<file path="src/rtl/lci_pkg.sv">
// ----------------------------------------------------------------------------
// Line/circle intersection package
// Configuration register map and the register bundle shared by the top
// level and the front end.
// ----------------------------------------------------------------------------
package lci_pkg;

	// configuration bus
	localparam int CFG_DATA_W  = 32;
	localparam int CFG_ADDR_W  = 3;
	localparam int REG_SEL_BIT = 2;

	// depth of the queue between front and back end
	localparam int QUEUE_DEPTH = 4;

	// register indexes
	typedef enum logic {
		REG_MIN_DIRECTION_NORM = 1'b0,
		REG_TANGENT_TOLERANCE  = 1'b1
	} lci_reg_t;

	// configuration register bundle
	typedef struct packed {
		logic [CFG_DATA_W-1:0] min_direction_norm;
		logic [CFG_DATA_W-1:0] tangent_tolerance;
	} lci_cfg_t;

endpackage

</file>
<file path="src/rtl/lci_fifo.sv">
// ----------------------------------------------------------------------------
// Line/circle intersection queue
// Small flop-based FIFO that decouples the front end from the back end.
// ----------------------------------------------------------------------------
module lci_fifo import lci_pkg::*; #(
	parameter int WIDTH = 8,
	parameter int DEPTH = 4
) (
	input  logic             clk,
	input  logic             arst_n,
	input  logic             push,
	input  logic [WIDTH-1:0] push_data,
	output logic             full,
	input  logic             pop,
	output logic [WIDTH-1:0] pop_data,
	output logic             not_empty
);

	localparam int PW = (DEPTH > 1) ? $clog2(DEPTH) : 1;

	logic [WIDTH-1:0] mem_q [DEPTH];
	logic [PW-1:0]    wr_ptr_q;
	logic [PW-1:0]    rd_ptr_q;
	logic [PW:0]      cnt_q;

	assign full      = (cnt_q == (PW+1)'(DEPTH));
	assign not_empty = (cnt_q != '0);
	assign pop_data  = mem_q[rd_ptr_q];

	// store entry
	always_ff @(posedge clk) begin
		if (push) begin
			mem_q[wr_ptr_q] <= push_data;
		end
	end

	// advance pointers and count
	always_ff @(posedge clk or negedge arst_n) begin
		if (!arst_n) begin
			wr_ptr_q <= '0;
			rd_ptr_q <= '0;
			cnt_q    <= '0;
		end else begin
			if (push) begin
				wr_ptr_q <= (wr_ptr_q == PW'(DEPTH-1)) ? '0 : wr_ptr_q + 1'b1;
			end
			if (pop) begin
				rd_ptr_q <= (rd_ptr_q == PW'(DEPTH-1)) ? '0 : rd_ptr_q + 1'b1;
			end
			if (push && !pop) begin
				cnt_q <= cnt_q + 1'b1;
			end else if (pop && !push) begin
				cnt_q <= cnt_q - 1'b1;
			end
		end
	end

	a_no_overflow: assert property (@(posedge clk) disable iff (!arst_n)
		push && !pop |-> !full)
		else $error("queue written while full");

	a_no_underflow: assert property (@(posedge clk) disable iff (!arst_n)
		pop |-> not_empty)
		else $error("queue read while empty");

endmodule

</file>
<file path="config.mk">
export PLATFORM = sky130hd
export DESIGN_NAME = lci_fifo
export DESIGN_NICKNAME = d
export VERILOG_FILES = /design/src/rtl/lci_pkg.sv /design/src/rtl/lci_fifo.sv
export SDC_FILE = /design/constraint.sdc
export NUM_CORES = 1
export LEC_CHECK = 0
export ABC_CLOCK_PERIOD_IN_PS = 1550
export BUFFER_PORTS_ARGS = -buffer_cell sky130_fd_sc_hd__clkbuf_2
export CAP_MARGIN = 10
export CORE_MARGIN = 4
export CORE_UTILIZATION = 35
export CTS_BUF_LIST = sky130_fd_sc_hd__clkbuf_2 sky130_fd_sc_hd__clkbuf_4 sky130_fd_sc_hd__clkbuf_8
export CTS_CLUSTER_DIAMETER = 150
export DETAILED_ROUTE_END_ITERATION = 10
export GPL_TIMING_DRIVEN = 0
export HOLD_SLACK_MARGIN = 0.08
export MAX_ROUTING_LAYER = met4
export SLEW_MARGIN = 15
export SYNTH_ARGS = -nofsm -noshare
export SYNTH_HDL_FRONTEND = slang
export SYNTH_SLANG_ARGS = --single-unit
</file>
<file path="constraint.sdc">
create_clock -name clk -period 1.55 [get_ports clk]
set_input_delay 0.2325 -clock clk [delete_from_list [all_inputs] [get_ports clk]]
set_output_delay 0.2325 -clock clk [all_outputs]
set_load 0.01 [all_outputs]
</file>
==> metrics, run 1 <==
commonest non-fill, non-tap cell in the layout edfxtp_1; # diodes 0; IO Pins 22; Die ar. 5626 µm²; Post-DRT Antenna Nets 0; Die H 75.01 µm; final-report hold violation count 0; max cap viols 0; CP cell instances buf_12, mux4_2, clkbuf_2; Synth Area in XOR/XNOR 0.01672; CP Max Fanout 9; worst-margin pin slew 0.4369 ns; setup tns final -1.180 ns; status complete, but fails checks; grt total ovfl 0; RSZ-0062 raised after global routing true; DRT Pass-1 Iters 4; GR Util All Layers 0.1060; DRC errors left 0; WP buf/inv 2; Slew Limit Fails 0; vias in the first global route 774; clock sinks 39; Crit path largest cell delay 0.49 ns; H-tree levels 2; flop2flop setup slack 0.17 ns; CP delay by family, top multiplexers; area of the core 4354 µm²; Area growth syn-to-layout 19.74%; Num CTS Buffers 5; Reg clk slew, reported paths 0.07 ns; CP max-delay cell mux4_2; CP startpoint rd_ptr_q[0]$_DFFE_PN0P_; Clock Root Buffer clkbuf_8; vias per cell 4.834; leading cell types in the layout, fill and taps excluded edfxtp_1, clkbuf_2, mux4_2, clkbuf_8, dfrtp_1; LEAKAGE 0.7186 nW; first-pass GRT wire length 3960 µm; Synth warnings 0; reg2reg start wr_ptr_q[1]$_DFFE_PN0P_; total power per unit cell area 1756 nW/µm²; PnR worst setup slack -0.1543 ns; placed insts 152; Yosys reg bits 39; hold_sp push_data[4]; wirelength, routed 2492 µm; relative slew slack 0.7088; Final setup viols 8; DR WL/cell 15.29 µm; Final Non-Filler Cells 163; FP Rows 24; Clock Latency Late Sink 0.28 ns; period utilization 1.100; initial antenna violation count 0; Synth Area in Adders 0.06051; Post-Syn Instances 79; Starting Density 0.3609; synthesized cell area 1572 µm²; mux cell area share after synthesis 0.1361; largest net degree at the start of global routing 12; average size of a mapped cell 19.89 µm²; main combinational cell family by area after synthesis multiplexers; failing checks setup timing; post-route design area 1882 µm²; CP required 1.32 ns; DIE WIDTH 75.01 µm; nets 129; critical path class flip-flop to primary output; fmax 586.7 MHz; Synth cell types 18; Hold Crit Class input pin to flip-flop; RD Place Congestion 0.6746; TritonCTS clock tree built; Power Total 3.304 mW; register area share after synthesis 0.7229; total number of vias 788; final clock skew 0.002140 ns; layout cells sized above 1 0.4144; Area after DPL 1742 µm²; port buffer count 21; CP startpoint kind flip-flop; arrival time worst endpoint 1.47 ns; clock period minus worst slack 1.704 ns; Net Count, Synth 98; initial DRC count 35; Clock Tree Buf Depth 2; simple-gate share of the synthesized area 0.03503; Worst setup EP type primary output; Post-DP HPWL 1746 µm; Compound-Gate Fraction of Synth Area 0.006369; Peak VDD IR 0.5275 mV
[state kept, by name, indices dropped and copies added (netlist names)]
register	count
mem_q	32
rd_ptr_q	2
wr_ptr_q	2
cnt_q	3
[Yosys cell counts, drive strengths merged]
| library cell | number | share of area |
|---|---|---|
| inv | 5 | 0.012 |
| xnor2 | 1 | 0.0056 |
| o21ai | 2 | 0.0064 |
| or3 | 1 | 0.0040 |
| nand3 | 1 | 0.0032 |
| mux4 | 8 | 0.11 |
| fa | 1 | 0.013 |
| buf | 2 | 0.010 |
| nand2 | 1 | 0.0024 |
| nor2 | 2 | 0.0048 |
| edfxtp | 32 | 0.61 |
| nor3b | 1 | 0.0048 |
| ha | 6 | 0.048 |
| xor2 | 2 | 0.011 |
| mux2 | 3 | 0.021 |
| and2 | 4 | 0.016 |
| dfrtp | 7 | 0.11 |
[cell type report]
| class | count | area [µm²] |
|---|---|---|
| fillers | 381 | 2472 |
| flip-flops and latches | 39 | 1136 |
| multi-input cells | 33 | 402.9 |
| repair buffers | 24 | 130.1 |
| clock buffers | 8 | 103.9 |
| well taps | 52 | 65.06 |
| plain buffers | 2 | 25.02 |
| inverters | 5 | 18.77 |
[power by group]
part           internal (mW)  switching, mW  leakage, nW
clock network          0.423          0.318       0.0549
logic                  0.564          0.507        0.287
registers               1.38          0.112        0.377
total                   2.37          0.938        0.719
[what timing repair did]
item	in CTS	in global routing
setup buffers	1	1
hold buffers	1	0
setup endpoints to repair	8	18
endpoints found under the hold margin	7	0
pin swaps	0	0
resized for setup	1	4
[through the flow]
step / hold WS [ns] / util / worst slack [ns]
2_1_floorplan: -0.06309 / - / 0.2520
3_5_place_dp: 0.08903 / 0.4000 / 0.02864
5_1_grt: 0.1493 / 0.4322 / -0.2336
6_report: 0.1692 / 0.4322 / -0.1543
3_3_place_gp: 0.07820 / 0.4000 / 0.04750
4_1_cts: 0.1611 / 0.4287 / -0.1984
[final timing paths]
kind	endpoint	cells after the start
setup / recovery	pop_data[2]	3
hold / removal	mem_q[0][4]$_DFFE_PP_	1
setup reg to reg	mem_q[1][4]$_DFFE_PP_	3
hold reg to reg	cnt_q[2]$_DFFE_PN0P_	1
max in group asynchronous	rd_ptr_q[0]$_DFFE_PN0P_	2
min in group asynchronous	cnt_q[0]$_DFFE_PN0P_	2
[layer usage]
metal	routed length, µm	vias to the layer above	track usage
met4	25	0	0.04150
met2	1231	20	0.1509
met1	1071	400	0.1311
met3	163	5	0.04940
met5	0	-	-
li1	-	363	-
[cells by family after synthesis]
| family | Yosys count |
|---|---|
| mux | 11 |
| simple gates | 10 |
| xor+xnor | 3 |
| buf+inv | 7 |
| flops | 39 |
| compound gates | 2 |
| fa+ha+maj | 7 |
Power figures use the tool's default switching activity.
==> inputs of run 2 (changes only) <==
Settings changed: PLACE_DENSITY set to 0.63.
==> run 2 against run 1 <==
Net effect:
- the flow still finishes with violations (setup timing)
- core utilization grew 0.17 points
- final area grew 0.40%
- sequential share of layout area shrank 0.17 points
- final cell count is the same
- global-route usage grew 0.17 points
- clock skew grew 0.0012 ns
- register-to-register slack lost 0.04 ns
- flip-flop and latch count is the same
- clock power shrank 9.6%
- largest power group unchanged
==> metrics, run 2 (same netlist as run 1, synthesis figures left out) <==
status complete, but fails checks; failing checks setup timing; arrival time worst endpoint 1.51 ns; critical path class flip-flop to primary output; vias per cell 4.798; DRT Pass-1 Iters 4; Clock Root Buffer clkbuf_8; initial antenna violation count 0; DRC errors left 0; TritonCTS clock tree built; relative slew slack 0.6941; RD Place Congestion 0.6740; CP delay by family, top multiplexers; area of the multi-input gates 400.4 µm²; leading cell types in the layout, fill and taps excluded edfxtp_1, clkbuf_2, mux4_2, ha_1, dfrtp_1; WP buf/inv 2; initial DRC count 8; Reg clk slew, reported paths 0.07 ns; Power Total 3.304 mW; Peak VDD IR 0.7260 mV; Die H 75.01 µm; Post-DRT Antenna Nets 0; DIE WIDTH 75.01 µm; CP startpoint kind flip-flop; layout cells sized above 1 0.4054; Hold Crit Class input pin to flip-flop; period utilization 1.123; nets 129; Filler Cell Count 385; total power per unit cell area 1749 nW/µm²; Crit path largest cell delay 0.50 ns; GR Util All Layers 0.1077; fmax 574.6 MHz; first-pass GRT wire length 4119 µm; Slew Limit Fails 0; final-report hold violation count 0; Final Non-Filler Cells 163; setup tns final -1.394 ns; Num CTS Buffers 5; vias in the first global route 872; CP max-delay cell mux4_2; Final setup viols 8; worst-margin pin slew 0.4588 ns; wirelength, routed 2541 µm; CP Max Fanout 5; PnR worst setup slack -0.1905 ns; Starting Density 0.3609; Post-DP HPWL 1782 µm; max reg flops 32; Top reg by flops mem_q; LEAKAGE 0.7150 nW; # diodes 0; placed insts 152; grt total ovfl 0; port buffer count 21; Clock Latency Late Sink 0.29 ns; Worst setup EP type primary output; Die ar. 5626 µm²; Largest regs mem_q (32), cnt_q (3); commonest non-fill, non-tap cell in the layout edfxtp_1; area of the core 4354 µm²; H-tree levels 2; largest net degree at the start of global routing 13; final clock skew 0.003339 ns; CP cell instances buf_12, mux4_2, clkbuf_2; RSZ-0062 raised after global routing true; CP required 1.32 ns; IO Pins 22; FP Rows 24; clock period minus worst slack 1.740 ns; Clock Tree Buf Depth 2; max cap viols 0; total number of vias 782; FF+latch area 1137 µm²; DR WL/cell 15.59 µm; clock sinks 39; Area growth syn-to-layout 20.22%
-- run 2: changes by cell type in the layout (fill, tap and decap cells not counted), sizes merged --
cell / previous run / this run
clkinv: 0 / 1
clkinvlp: 0 / 1
buf: 5 / 4
clkbuf: 28 / 27
-- run 2: final timing paths --
path / from / to / slack, ns / cells past startpoint
setup / recovery: rd_ptr_q[0]$_DFFE_PN0P_ / pop_data[2] / -0.19 / 3
hold / removal: push_data[6] / mem_q[3][6]$_DFFE_PP_ / 0.16 / 1
setup reg to reg: wr_ptr_q[0]$_DFFE_PN0P_ / mem_q[0][0]$_DFFE_PP_ / 0.13 / 3
hold reg to reg: cnt_q[2]$_DFFE_PN0P_ / cnt_q[2]$_DFFE_PN0P_ / 0.50 / 1
max in group asynchronous: arst_n / rd_ptr_q[0]$_DFFE_PN0P_ / 1.06 / 2
min in group asynchronous: arst_n / cnt_q[1]$_DFFE_PN0P_ / 0.31 / 2
-- run 2: layout make-up --
type | count | area share
buffer | 2 | 0.01325
clock buffer | 6 | 0.04040
clock inverter | 2 | 0.006623
inverter | 5 | 0.009934
multi-input combinational | 33 | 0.2119
sequential | 39 | 0.6020
tap | 52 | 0.03444
timing repair buffer | 24 | 0.08146
-- run 2: power by group --
part | switching, mW | total (mW) | internal, mW | leakage [nW]
Sequential | 0.124 | 1.51 | 1.38 | 0.376
Combinational | 0.512 | 1.13 | 0.615 | 0.295
Clock | 0.338 | 0.670 | 0.332 | 0.0446
-- run 2: routing by layer --
layer / GRT usage / vias up / routed length [µm]
met1: 0.1082 / 397 / 972
met2: 0.1905 / 21 / 1357
met4: 0.02372 / 0 / 21
met5: - / - / 0
li1: - / 360 / -
met3: 0.04940 / 4 / 190
-- run 2: timing repair --
action                                  in CTS  in global routing
cloned                                       0                  1
endpoints found under the setup margin       8                  8
buffers inserted                             1                  0
endpoints found under the hold margin        7                  0
hold buffers                                 1                  0
resized for setup                            1                  4
-- run 2: through the flow --
stage               hold slack [ns]  utilization  area, µm²  worst slack, ns
floorplan                  -0.06309            -       1572           0.2520
global placement            0.07585       0.4000       1742          0.05993
detailed placement          0.08445       0.4000       1742         0.007862
CTS                          0.1514       0.4253       1852          -0.2295
global route                 0.1497       0.4339       1889          -0.2392
finish                       0.1566       0.4339       1889          -0.1905
